==> config.mk <==
export PLATFORM = sky130hd
export DESIGN_NAME = legacy_char_to_utf8_unit
export DESIGN_NICKNAME = d
export VERILOG_FILES = /design/src/rtl/lctu_pkg.sv /design/src/rtl/lctu_encode.sv /design/src/rtl/lctu_serial.sv /design/src/rtl/legacy_char_to_utf8_unit.sv
export SDC_FILE = /design/constraint.sdc
export NUM_CORES = 1
export LEC_CHECK = 0
export ABC_AREA = 1
export BUFFER_PORTS_ARGS = -buffer_cell sky130_fd_sc_hd__buf_2
export CAP_MARGIN = 0
export CORE_AREA = 2 2 101 103
export CTS_CLUSTER_SIZE = 25
export DETAILED_ROUTE_END_ITERATION = 8
export DIE_AREA = 0 0 103 105
export PLACE_DENSITY = 0.77
export SYNTH_ARGS = -nofsm -noshare
export SYNTH_HDL_FRONTEND = slang
export SYNTH_SLANG_ARGS = --single-unit
==> constraint.sdc <==
create_clock -name clk_i -period 3 [get_ports clk_i]
set_input_delay 0.45 -clock clk_i [delete_from_list [all_inputs] [get_ports clk_i]]
set_output_delay 0.45 -clock clk_i [all_outputs]
set_load 0.005 [all_outputs]
==> src/rtl/lctu_pkg.sv <==
// ----------------------------------------------------------------------------
// lctu_pkg
// Shared types, constants and translation tables for the legacy character
// to UTF-8 unit.
// ----------------------------------------------------------------------------
package lctu_pkg;

  // Charset mode codes; any other code passes through
  localparam logic [1:0] ModePass = 2'd0;
  localparam logic [1:0] ModeCp   = 2'd1;
  localparam logic [1:0] ModeGfx  = 2'd2;

  localparam int unsigned CodeW = 21;
  localparam int unsigned CpW   = 16;

  // UTF-8 length class limits
  localparam logic [CodeW-1:0] Lim1 = 21'h000080;
  localparam logic [CodeW-1:0] Lim2 = 21'h000800;
  localparam logic [CodeW-1:0] Lim3 = 21'h010000;

  // Lead and continuation byte tags
  localparam logic [7:0] Lead2 = 8'hC0;
  localparam logic [7:0] Lead3 = 8'hE0;
  localparam logic [7:0] Lead4 = 8'hF0;
  localparam logic [7:0] Cont  = 8'h80;
  localparam logic [7:0] ContMask = 8'h3F;

  // One encoded character: up to four bytes and the index of the last one
  typedef struct packed {
    logic [3:0][7:0] bytes;
    logic [1:0]      last_idx;
  } seq_t;

  // Code-page table for codes 0x80-0xFF
  function automatic logic [CpW-1:0] cp_lookup(input logic [6:0] idx);
    logic [CpW-1:0] v;
    case (idx)
      7'h00: v = 16'h00C7; 7'h01: v = 16'h00FC; 7'h02: v = 16'h00E9; 7'h03: v = 16'h00E2;
      7'h04: v = 16'h00E4; 7'h05: v = 16'h00E0; 7'h06: v = 16'h00E5; 7'h07: v = 16'h00E7;
      7'h08: v = 16'h00EA; 7'h09: v = 16'h00EB; 7'h0A: v = 16'h00E8; 7'h0B: v = 16'h00EF;
      7'h0C: v = 16'h00EE; 7'h0D: v = 16'h00EC; 7'h0E: v = 16'h00C4; 7'h0F: v = 16'h00C5;
      7'h10: v = 16'h00C9; 7'h11: v = 16'h00E6; 7'h12: v = 16'h00C6; 7'h13: v = 16'h00F4;
      7'h14: v = 16'h00F6; 7'h15: v = 16'h00F2; 7'h16: v = 16'h00FB; 7'h17: v = 16'h00F9;
      7'h18: v = 16'h00FF; 7'h19: v = 16'h00D6; 7'h1A: v = 16'h00DC; 7'h1B: v = 16'h00A2;
      7'h1C: v = 16'h00A3; 7'h1D: v = 16'h00A5; 7'h1E: v = 16'h20A7; 7'h1F: v = 16'h0192;
      7'h20: v = 16'h00E1; 7'h21: v = 16'h00ED; 7'h22: v = 16'h00F3; 7'h23: v = 16'h00FA;
      7'h24: v = 16'h00F1; 7'h25: v = 16'h00D1; 7'h26: v = 16'h00AA; 7'h27: v = 16'h00BA;
      7'h28: v = 16'h00BF; 7'h29: v = 16'h2310; 7'h2A: v = 16'h00AC; 7'h2B: v = 16'h00BD;
      7'h2C: v = 16'h00BC; 7'h2D: v = 16'h00A1; 7'h2E: v = 16'h00AB; 7'h2F: v = 16'h00BB;
      7'h30: v = 16'h2591; 7'h31: v = 16'h2592; 7'h32: v = 16'h2593; 7'h33: v = 16'h2502;
      7'h34: v = 16'h2524; 7'h35: v = 16'h2561; 7'h36: v = 16'h2562; 7'h37: v = 16'h2556;
      7'h38: v = 16'h2555; 7'h39: v = 16'h2563; 7'h3A: v = 16'h2551; 7'h3B: v = 16'h2557;
      7'h3C: v = 16'h255D; 7'h3D: v = 16'h255C; 7'h3E: v = 16'h255B; 7'h3F: v = 16'h2510;
      7'h40: v = 16'h2514; 7'h41: v = 16'h2534; 7'h42: v = 16'h252C; 7'h43: v = 16'h251C;
      7'h44: v = 16'h2500; 7'h45: v = 16'h253C; 7'h46: v = 16'h255E; 7'h47: v = 16'h255F;
      7'h48: v = 16'h255A; 7'h49: v = 16'h2554; 7'h4A: v = 16'h2569; 7'h4B: v = 16'h2566;
      7'h4C: v = 16'h2560; 7'h4D: v = 16'h2550; 7'h4E: v = 16'h256C; 7'h4F: v = 16'h2567;
      7'h50: v = 16'h2568; 7'h51: v = 16'h2564; 7'h52: v = 16'h2565; 7'h53: v = 16'h2559;
      7'h54: v = 16'h2558; 7'h55: v = 16'h2552; 7'h56: v = 16'h2553; 7'h57: v = 16'h256B;
      7'h58: v = 16'h256A; 7'h59: v = 16'h2518; 7'h5A: v = 16'h250C; 7'h5B: v = 16'h2588;
      7'h5C: v = 16'h2584; 7'h5D: v = 16'h258C; 7'h5E: v = 16'h2590; 7'h5F: v = 16'h2580;
      7'h60: v = 16'h03B1; 7'h61: v = 16'h00DF; 7'h62: v = 16'h0393; 7'h63: v = 16'h03C0;
      7'h64: v = 16'h03A3; 7'h65: v = 16'h03C3; 7'h66: v = 16'h00B5; 7'h67: v = 16'h03C4;
      7'h68: v = 16'h03A6; 7'h69: v = 16'h0398; 7'h6A: v = 16'h03A9; 7'h6B: v = 16'h03B4;
      7'h6C: v = 16'h221E; 7'h6D: v = 16'h03C6; 7'h6E: v = 16'h03B5; 7'h6F: v = 16'h2229;
      7'h70: v = 16'h2261; 7'h71: v = 16'h00B1; 7'h72: v = 16'h2265; 7'h73: v = 16'h2264;
      7'h74: v = 16'h2320; 7'h75: v = 16'h2321; 7'h76: v = 16'h00F7; 7'h77: v = 16'h2248;
      7'h78: v = 16'h00B0; 7'h79: v = 16'h2219; 7'h7A: v = 16'h00B7; 7'h7B: v = 16'h221A;
      7'h7C: v = 16'h207F; 7'h7D: v = 16'h00B2; 7'h7E: v = 16'h25A0; 7'h7F: v = 16'h00A0;
      default: v = 16'h0000;
    endcase
    return v;
  endfunction

  // Line-graphics table for codes 0xE0-0xFF
  function automatic logic [CpW-1:0] gfx_lookup(input logic [4:0] idx);
    logic [CpW-1:0] v;
    case (idx)
      5'h00: v = 16'h25C6; 5'h01: v = 16'h2592; 5'h02: v = 16'h0009; 5'h03: v = 16'h000C;
      5'h04: v = 16'h000D; 5'h05: v = 16'h000A; 5'h06: v = 16'h00B0; 5'h07: v = 16'h00B1;
      5'h08: v = 16'h000A; 5'h09: v = 16'h000B; 5'h0A: v = 16'h2518; 5'h0B: v = 16'h2510;
      5'h0C: v = 16'h250C; 5'h0D: v = 16'h2514; 5'h0E: v = 16'h253C; 5'h0F: v = 16'h00A0;
      5'h10: v = 16'h00A0; 5'h11: v = 16'h2500; 5'h12: v = 16'h00A0; 5'h13: v = 16'h00A0;
      5'h14: v = 16'h251C; 5'h15: v = 16'h2524; 5'h16: v = 16'h2534; 5'h17: v = 16'h252C;
      5'h18: v = 16'h2502; 5'h19: v = 16'h2264; 5'h1A: v = 16'h2265; 5'h1B: v = 16'h03C0;
      5'h1C: v = 16'h2260; 5'h1D: v = 16'h00A3; 5'h1E: v = 16'h00B7; 5'h1F: v = 16'h00A0;
      default: v = 16'h0000;
    endcase
    return v;
  endfunction

endpackage

==> src/rtl/lctu_encode.sv <==
// ----------------------------------------------------------------------------
// lctu_encode
// Charset translation and UTF-8 byte formation for one registered code.
// ----------------------------------------------------------------------------
module lctu_encode (
  input  logic [1:0]                   mode_i,
  input  logic [lctu_pkg::CodeW-1:0]   code_i,
  output lctu_pkg::seq_t               seq_o
);

  logic [lctu_pkg::CodeW-1:0] cp;
  logic                       in_cp_range;
  logic                       in_gfx_range;

  // Table ranges: 0x80-0xFF and 0xE0-0xFF
  assign in_cp_range  = (code_i[lctu_pkg::CodeW-1:8] == '0) && code_i[7];
  assign in_gfx_range = (code_i[lctu_pkg::CodeW-1:8] == '0) && (code_i[7:5] == 3'b111);

  // Translation
  always_comb begin
    cp = code_i;
    if ((mode_i == lctu_pkg::ModeCp) && in_cp_range) begin
      cp = {{(lctu_pkg::CodeW-lctu_pkg::CpW){1'b0}}, lctu_pkg::cp_lookup(code_i[6:0])};
    end else if ((mode_i == lctu_pkg::ModeGfx) && in_gfx_range) begin
      cp = {{(lctu_pkg::CodeW-lctu_pkg::CpW){1'b0}}, lctu_pkg::gfx_lookup(code_i[4:0])};
    end
  end

  // Length class and byte split
  always_comb begin
    seq_o = '0;
    if (cp < lctu_pkg::Lim1) begin
      seq_o.bytes[0] = cp[7:0];
      seq_o.last_idx = 2'd0;
    end else if (cp < lctu_pkg::Lim2) begin
      seq_o.bytes[0] = lctu_pkg::Lead2 | {3'b000, cp[10:6]};
      seq_o.bytes[1] = lctu_pkg::Cont | ({2'b00, cp[5:0]} & lctu_pkg::ContMask);
      seq_o.last_idx = 2'd1;
    end else if (cp < lctu_pkg::Lim3) begin
      seq_o.bytes[0] = lctu_pkg::Lead3 | {4'h0, cp[15:12]};
      seq_o.bytes[1] = lctu_pkg::Cont | ({2'b00, cp[11:6]} & lctu_pkg::ContMask);
      seq_o.bytes[2] = lctu_pkg::Cont | ({2'b00, cp[5:0]} & lctu_pkg::ContMask);
      seq_o.last_idx = 2'd2;
    end else begin
      seq_o.bytes[0] = lctu_pkg::Lead4 | {5'b00000, cp[20:18]};
      seq_o.bytes[1] = lctu_pkg::Cont | ({2'b00, cp[17:12]} & lctu_pkg::ContMask);
      seq_o.bytes[2] = lctu_pkg::Cont | ({2'b00, cp[11:6]} & lctu_pkg::ContMask);
      seq_o.bytes[3] = lctu_pkg::Cont | ({2'b00, cp[5:0]} & lctu_pkg::ContMask);
      seq_o.last_idx = 2'd3;
    end
  end

endmodule

==> src/rtl/lctu_serial.sv <==
// ----------------------------------------------------------------------------
// lctu_serial
// Result register holding one encoded character; hands out its bytes one
// transaction at a time on the output channel.
// ----------------------------------------------------------------------------
module lctu_serial (
  input  logic           clk_i,
  input  logic           rst_ni,
  input  logic           load_i,
  input  lctu_pkg::seq_t seq_i,
  output logic           free_o,
  output logic           out_valid_o,
  input  logic           out_ready_i,
  output logic [7:0]     out_byte_o,
  output logic           last_byte_o
);

  logic           valid_q, valid_d;
  logic [1:0]     idx_q, idx_d;
  lctu_pkg::seq_t seq_q;
  logic           out_fire;

  assign out_fire    = valid_q && out_ready_i;
  assign last_byte_o = (idx_q == seq_q.last_idx);
  assign out_byte_o  = seq_q.bytes[idx_q];
  assign out_valid_o = valid_q;

  // Free when empty or when the final byte leaves this cycle
  assign free_o = !valid_q || (out_ready_i && last_byte_o);

  // Byte index and occupancy
  always_comb begin
    valid_d = valid_q;
    idx_d   = idx_q;
    if (load_i) begin
      valid_d = 1'b1;
      idx_d   = 2'd0;
    end else if (out_fire) begin
      if (last_byte_o) begin
        valid_d = 1'b0;
      end else begin
        idx_d = idx_q + 2'd1;
      end
    end
  end

  always_ff @(posedge clk_i or negedge rst_ni) begin
    if (!rst_ni) begin
      valid_q <= 1'b0;
      idx_q   <= 2'd0;
    end else begin
      valid_q <= valid_d;
      idx_q   <= idx_d;
    end
  end

  // Payload
  always_ff @(posedge clk_i) begin
    if (load_i) begin
      seq_q <= seq_i;
    end
  end

  // A new character only lands in a free register
  a_load_free: assert property (@(posedge clk_i) disable iff (!rst_ni)
    load_i |-> free_o)
    else $error("character loaded over one still being sent");

  // A non-final byte is followed by the next byte of the same character
  a_next_byte: assert property (@(posedge clk_i) disable iff (!rst_ni)
    (out_fire && !last_byte_o) |=> (valid_q && (idx_q == $past(idx_q) + 2'd1)))
    else $error("byte sequence broken");

  // Lead byte of a multi-byte sequence carries the lead tag
  a_lead_tag: assert property (@(posedge clk_i) disable iff (!rst_ni)
    (valid_q && (idx_q == 2'd0) && (seq_q.last_idx != 2'd0)) |-> (out_byte_o[7:6] == 2'b11))
    else $error("lead byte without lead tag");

  // Every later byte is a continuation byte
  a_cont_tag: assert property (@(posedge clk_i) disable iff (!rst_ni)
    (valid_q && (idx_q != 2'd0)) |-> (out_byte_o[7:6] == 2'b10))
    else $error("continuation byte without continuation tag");

endmodule

==> src/rtl/legacy_char_to_utf8_unit.sv <==
// ----------------------------------------------------------------------------
// legacy_char_to_utf8_unit
// Translates a legacy character code by charset mode and emits its UTF-8
// encoding, one byte per output transaction.
// ----------------------------------------------------------------------------
// Usage:
//   Input channel (in_valid_i/in_ready_o, char_code_i) takes one 21-bit code
//   per transaction. Output channel (out_valid_o/out_ready_i) gives one byte
//   per transaction on out_byte_o, last_byte_o high on the final byte.
//   cfg_we_i writes cfg_wdata_i into the charset mode register (0 pass
//   through, 1 code-page table, 2 line-graphics table, 3 pass through);
//   write it only while the unit is idle.
// Path: an accepted code waits in the input register until the result register
//   is free, then is encoded and loaded there, and its first byte is offered
//   from the result register.
// Throughput: a character of 1 to 4 bytes holds the result register until its
//   last byte is taken; the output port moves one byte per cycle while
//   out_ready_i is high. The next code is encoded and loaded in the cycle its
//   predecessor's last byte is taken, so bytes flow without gaps.
// Reset: clears both valid flags and sets the mode to pass through.
// Stall: with out_ready_i low the current byte holds; one further code waits
//   in the input register, then in_ready_o drops.
// ----------------------------------------------------------------------------
module legacy_char_to_utf8_unit (
  input  logic                       clk_i,
  input  logic                       rst_ni,
  input  logic                       cfg_we_i,
  input  logic [1:0]                 cfg_wdata_i,
  input  logic                       in_valid_i,
  output logic                       in_ready_o,
  input  logic [lctu_pkg::CodeW-1:0] char_code_i,
  output logic                       out_valid_o,
  input  logic                       out_ready_i,
  output logic [7:0]                 out_byte_o,
  output logic                       last_byte_o
);

  logic [1:0]                 mode_q;
  logic                       in_valid_q;
  logic [lctu_pkg::CodeW-1:0] code_q;
  logic                       ser_free;
  logic                       advance;
  lctu_pkg::seq_t             seq;

  // Charset mode register
  always_ff @(posedge clk_i or negedge rst_ni) begin
    if (!rst_ni) begin
      mode_q <= lctu_pkg::ModePass;
    end else if (cfg_we_i) begin
      mode_q <= cfg_wdata_i;
    end
  end

  // Input register: moves on whenever the result register is free
  assign advance    = in_valid_q && ser_free;
  assign in_ready_o = !in_valid_q || ser_free;

  always_ff @(posedge clk_i or negedge rst_ni) begin
    if (!rst_ni) begin
      in_valid_q <= 1'b0;
    end else if (in_ready_o) begin
      in_valid_q <= in_valid_i;
    end
  end

  always_ff @(posedge clk_i) begin
    if (in_valid_i && in_ready_o) begin
      code_q <= char_code_i;
    end
  end

  // Translation and encoding
  lctu_encode u_encode (
    .mode_i (mode_q),
    .code_i (code_q),
    .seq_o  (seq)
  );

  // Result register and byte serialiser
  lctu_serial u_serial (
    .clk_i       (clk_i),
    .rst_ni      (rst_ni),
    .load_i      (advance),
    .seq_i       (seq),
    .free_o      (ser_free),
    .out_valid_o (out_valid_o),
    .out_ready_i (out_ready_i),
    .out_byte_o  (out_byte_o),
    .last_byte_o (last_byte_o)
  );

endmodule

==> impl_metrics.csv <==
group,metric,value,unit
timing,skew,0.0159,ns
critical_path,critical_path_class,"register to register",
timing,fmax,0.352,GHz
placement,dpl.hpwl,14000,um
grt,grtUsageTotal,34.4,%
power_and_ir_drop,power_leakage,2.99,nW
clock_network,root_buffer,"clkbuf_8",
clock_network,clock_latency,0.36,ns
yosys,synth-main-ff-cell,"edfxtp_1",
final_layout,syn2layout_area_growth,9.79,%
grt,grt_pass1_vias,5490,
power_and_ir_drop,ir_drop,0.000781,V
detailed_routing,firstDrtPassIters,9,
timing,period_share,94.8,%
placement,gp_congestion,1.12,
critical_path,crit_top_cell,"nand2_1",
detailed_routing,via_per_inst,6.04,
final_layout,register_area,2160,um2
clock_network,cts_made_buffers,9,
critical_path,crit_required,3.31,ns
critical_path,r2r_cells,16,
final_layout,drive_gt1_share,17.3,%
final_layout,nNetsFinal,877,
detailed_routing,dr_total_vias,5854,
yosys,synthDistinctLibCells,46,
min_path,worstHoldStart,"char_code_i[9]",
yosys,ys_ff_latch,81,
detailed_routing,wire_per_inst,18.9,um
timing,setup_tns,0,ns
outcome,violations,"design-rule violations",
yosys,syn_area_per_cell,7.21,um2
floorplan,io_pins,39,
yosys,synthArstFlopShare,7.41,%
timing,report.final.setup_viol,0,
yosys,synth_area,5670,um2
placement,place_inst,953,
yosys,syn_inst,787,
clock_network,post-cts-setup-buffers,0,
critical_path,startpoint_type,"register",
detailed_routing,ant_nets,0,
final_layout,final_cell_mix,"nand2_1, inv_1, nand3_1",
final_layout,final_core_util,64.6,%
final_layout,fillers,860,
clock_network,cts_max_level,3,
final_layout,mostFrequentLayoutCell,"nand2_1",
power_and_ir_drop,power_density,1060,nW/um2
grt,grt_antenna_before_repair,0,
clock_network,clockBufferDepth,2,
floorplan,start_util,58.8,%
min_path,hold_class,"primary input to register",
yosys,syn_nets,832,
timing,hold_viol_final,0,
placement,pre_cts_slack,0.112,ns
detailed_routing,drt_iter0_markers,839,
critical_path,worst-path-max-fanout,15,
min_path,hold_depth,1,
final_layout,antennaDiodeCount,0,
grt,grt_first_pass_wirelength,28300,um
final_layout,final_cells,970,
critical_path,slowest_delay,0.48,ns
timing,fin_crit,2.84,ns
floorplan,core_area,9640,um2
clock_network,cts.clk_slew.worst_paths,0.09,ns
grt,grt_max_degree,32,
detailed_routing,drc,4,
yosys,ys_warn_count,0,
grt,grt-ovfl-total,0,
timing,worstMarginPinSlew,0.833,ns
timing,relSlewSlack,44.4,%
detailed_routing,wl,18300,um
floorplan,placementRows,36,
critical_path,ff2ff_setup_slack,0.16,ns
placement,portBuffers,38,
final_layout,multi_input_area,2990,um2
clock_network,cts_tree,"done",
yosys,synthTopCellsByArea,"edfxtp_1, nand2_1, dfxtp_1, nand3_1, inv_1",
critical_path,critical_path.cell_chain,"nand2_1 > nand2_2 > nand3_2 > nand3_4 > nand2_4 > nand2_1 > nand2_2 > ha_1 > nand3_1 > nor2_1 > o21ai_1 > nand2_1 > inv_1 > nand2_1 > nand2_1 > nand2_1",
min_path,min_to,"code_q[9]",
yosys,synth_top_area_share,27.0,%
timing,fin_ws,0.157,ns
critical_path,cp.arrival,3.15,ns
yosys,synth-edff-count,51,
yosys,yosys.area.top_type,"edfxtp_1",
clock_network,clock-sinks,81,
critical_path,critPathBufInv,1,
timing,maxSlewViolCount,0,
critical_path,critPathSlowestCell,"dfrtp_2",
critical_path,rr_startpoint,"u_serial.idx_q[1]",
critical_path,end_kind,"register",
yosys,yosysSeqAreaShare,38.1,%
floorplan,dieArea,10800,um2
outcome,status,"finished with violations",
run,maxCapViolCount,0,
timing,whs,0.256,ns
floorplan,fp.dieH,105,um
timing,rsz0062_at_grt,"false",
floorplan,die_w,103,um
critical_path,path_delay_family,"simple AND/OR/NAND/NOR gates",
[metal layers]
layer / part of all wire (%) / up-vias / wire [um] / GRT usage [%]
met2: 47 / 423 / 8550 / 55.2
met1: 38 / 2642 / 6890 / 41.4
met5: 0 / - / 0 / 0
met4: 6.6 / 0 / 1210 / 20.1
li1: - / 2673 / - / -
met3: 9.1 / 116 / 1680 / 7.96
[power breakdown]
part	total (W)	switching, W	internal (W)
registers	0.00178	0.000173	0.00160
clock network	0.000746	0.000421	0.000325
logic	0.00406	0.00282	0.00125
total	0.00659	0.00341	0.00318
[timing repair]
item / 4_1_cts / 5_1_grt
endpoints found under the setup margin: 0 / 12
hold endpoints to repair: 6 / 0
hold buffers: 1 / 0
resized for setup: 0 / 10
[cell usage after synthesis (all sizes together), types with 8 or more instances]
library cell and n:
a21oi 36, buf 23, dfxtp 24, edfxtp 51, ha 17, inv 92
nand2 264, nand3 75, nor2 70, nor3 8, o211ai 10, o21ai 62
o22ai 14
[logic make-up after synthesis]
group / after synthesis / share of synthesized area, %
simple gates: 436 / 34.8
flops: 81 / 38.1
buf+inv: 122 / 9.93
fa+ha+maj: 17 / 3.75
compound gates: 130 / 13.1
xor+xnor: 1 / 0.287
[cell type report]
class / instances / share of cell area (%)
Sequential cell: 81 / 34.7
Clock buffer: 10 / 2.21
Multi-Input combinational cell: 584 / 48.0
Clock inverter: 6 / 0.643
Tap cell: 133 / 2.67
Timing Repair Buffer: 62 / 5.99
Inverter: 94 / 5.73
[worst max path at each step]
stage                                 start                 to  slack (ns)  depth (start not counted)
after floorplan           u_serial.idx_q[1]  u_serial.idx_q[0]        0.25                          9
after global placement    u_serial.idx_q[1]           register        0.14                         18
after detailed placement  u_serial.idx_q[1]           register        0.11                         20
after CTS                 u_serial.idx_q[1]           register        0.08                         20
after global routing      u_serial.idx_q[1]           register        0.02                         17
final                     u_serial.idx_q[1]           register        0.16                         16
[per-stage QoR]
step | power (W) | area (um2)
2_1_floorplan | 0.00447 | 5670
3_3_place_gp | 0.00565 | 6000
3_5_place_dp | 0.00562 | 6000
4_1_cts | 0.00636 | 6190
5_1_grt | 0.00701 | 6230
6_report | 0.00659 | 6230
Power figures use the tool's default switching activity.
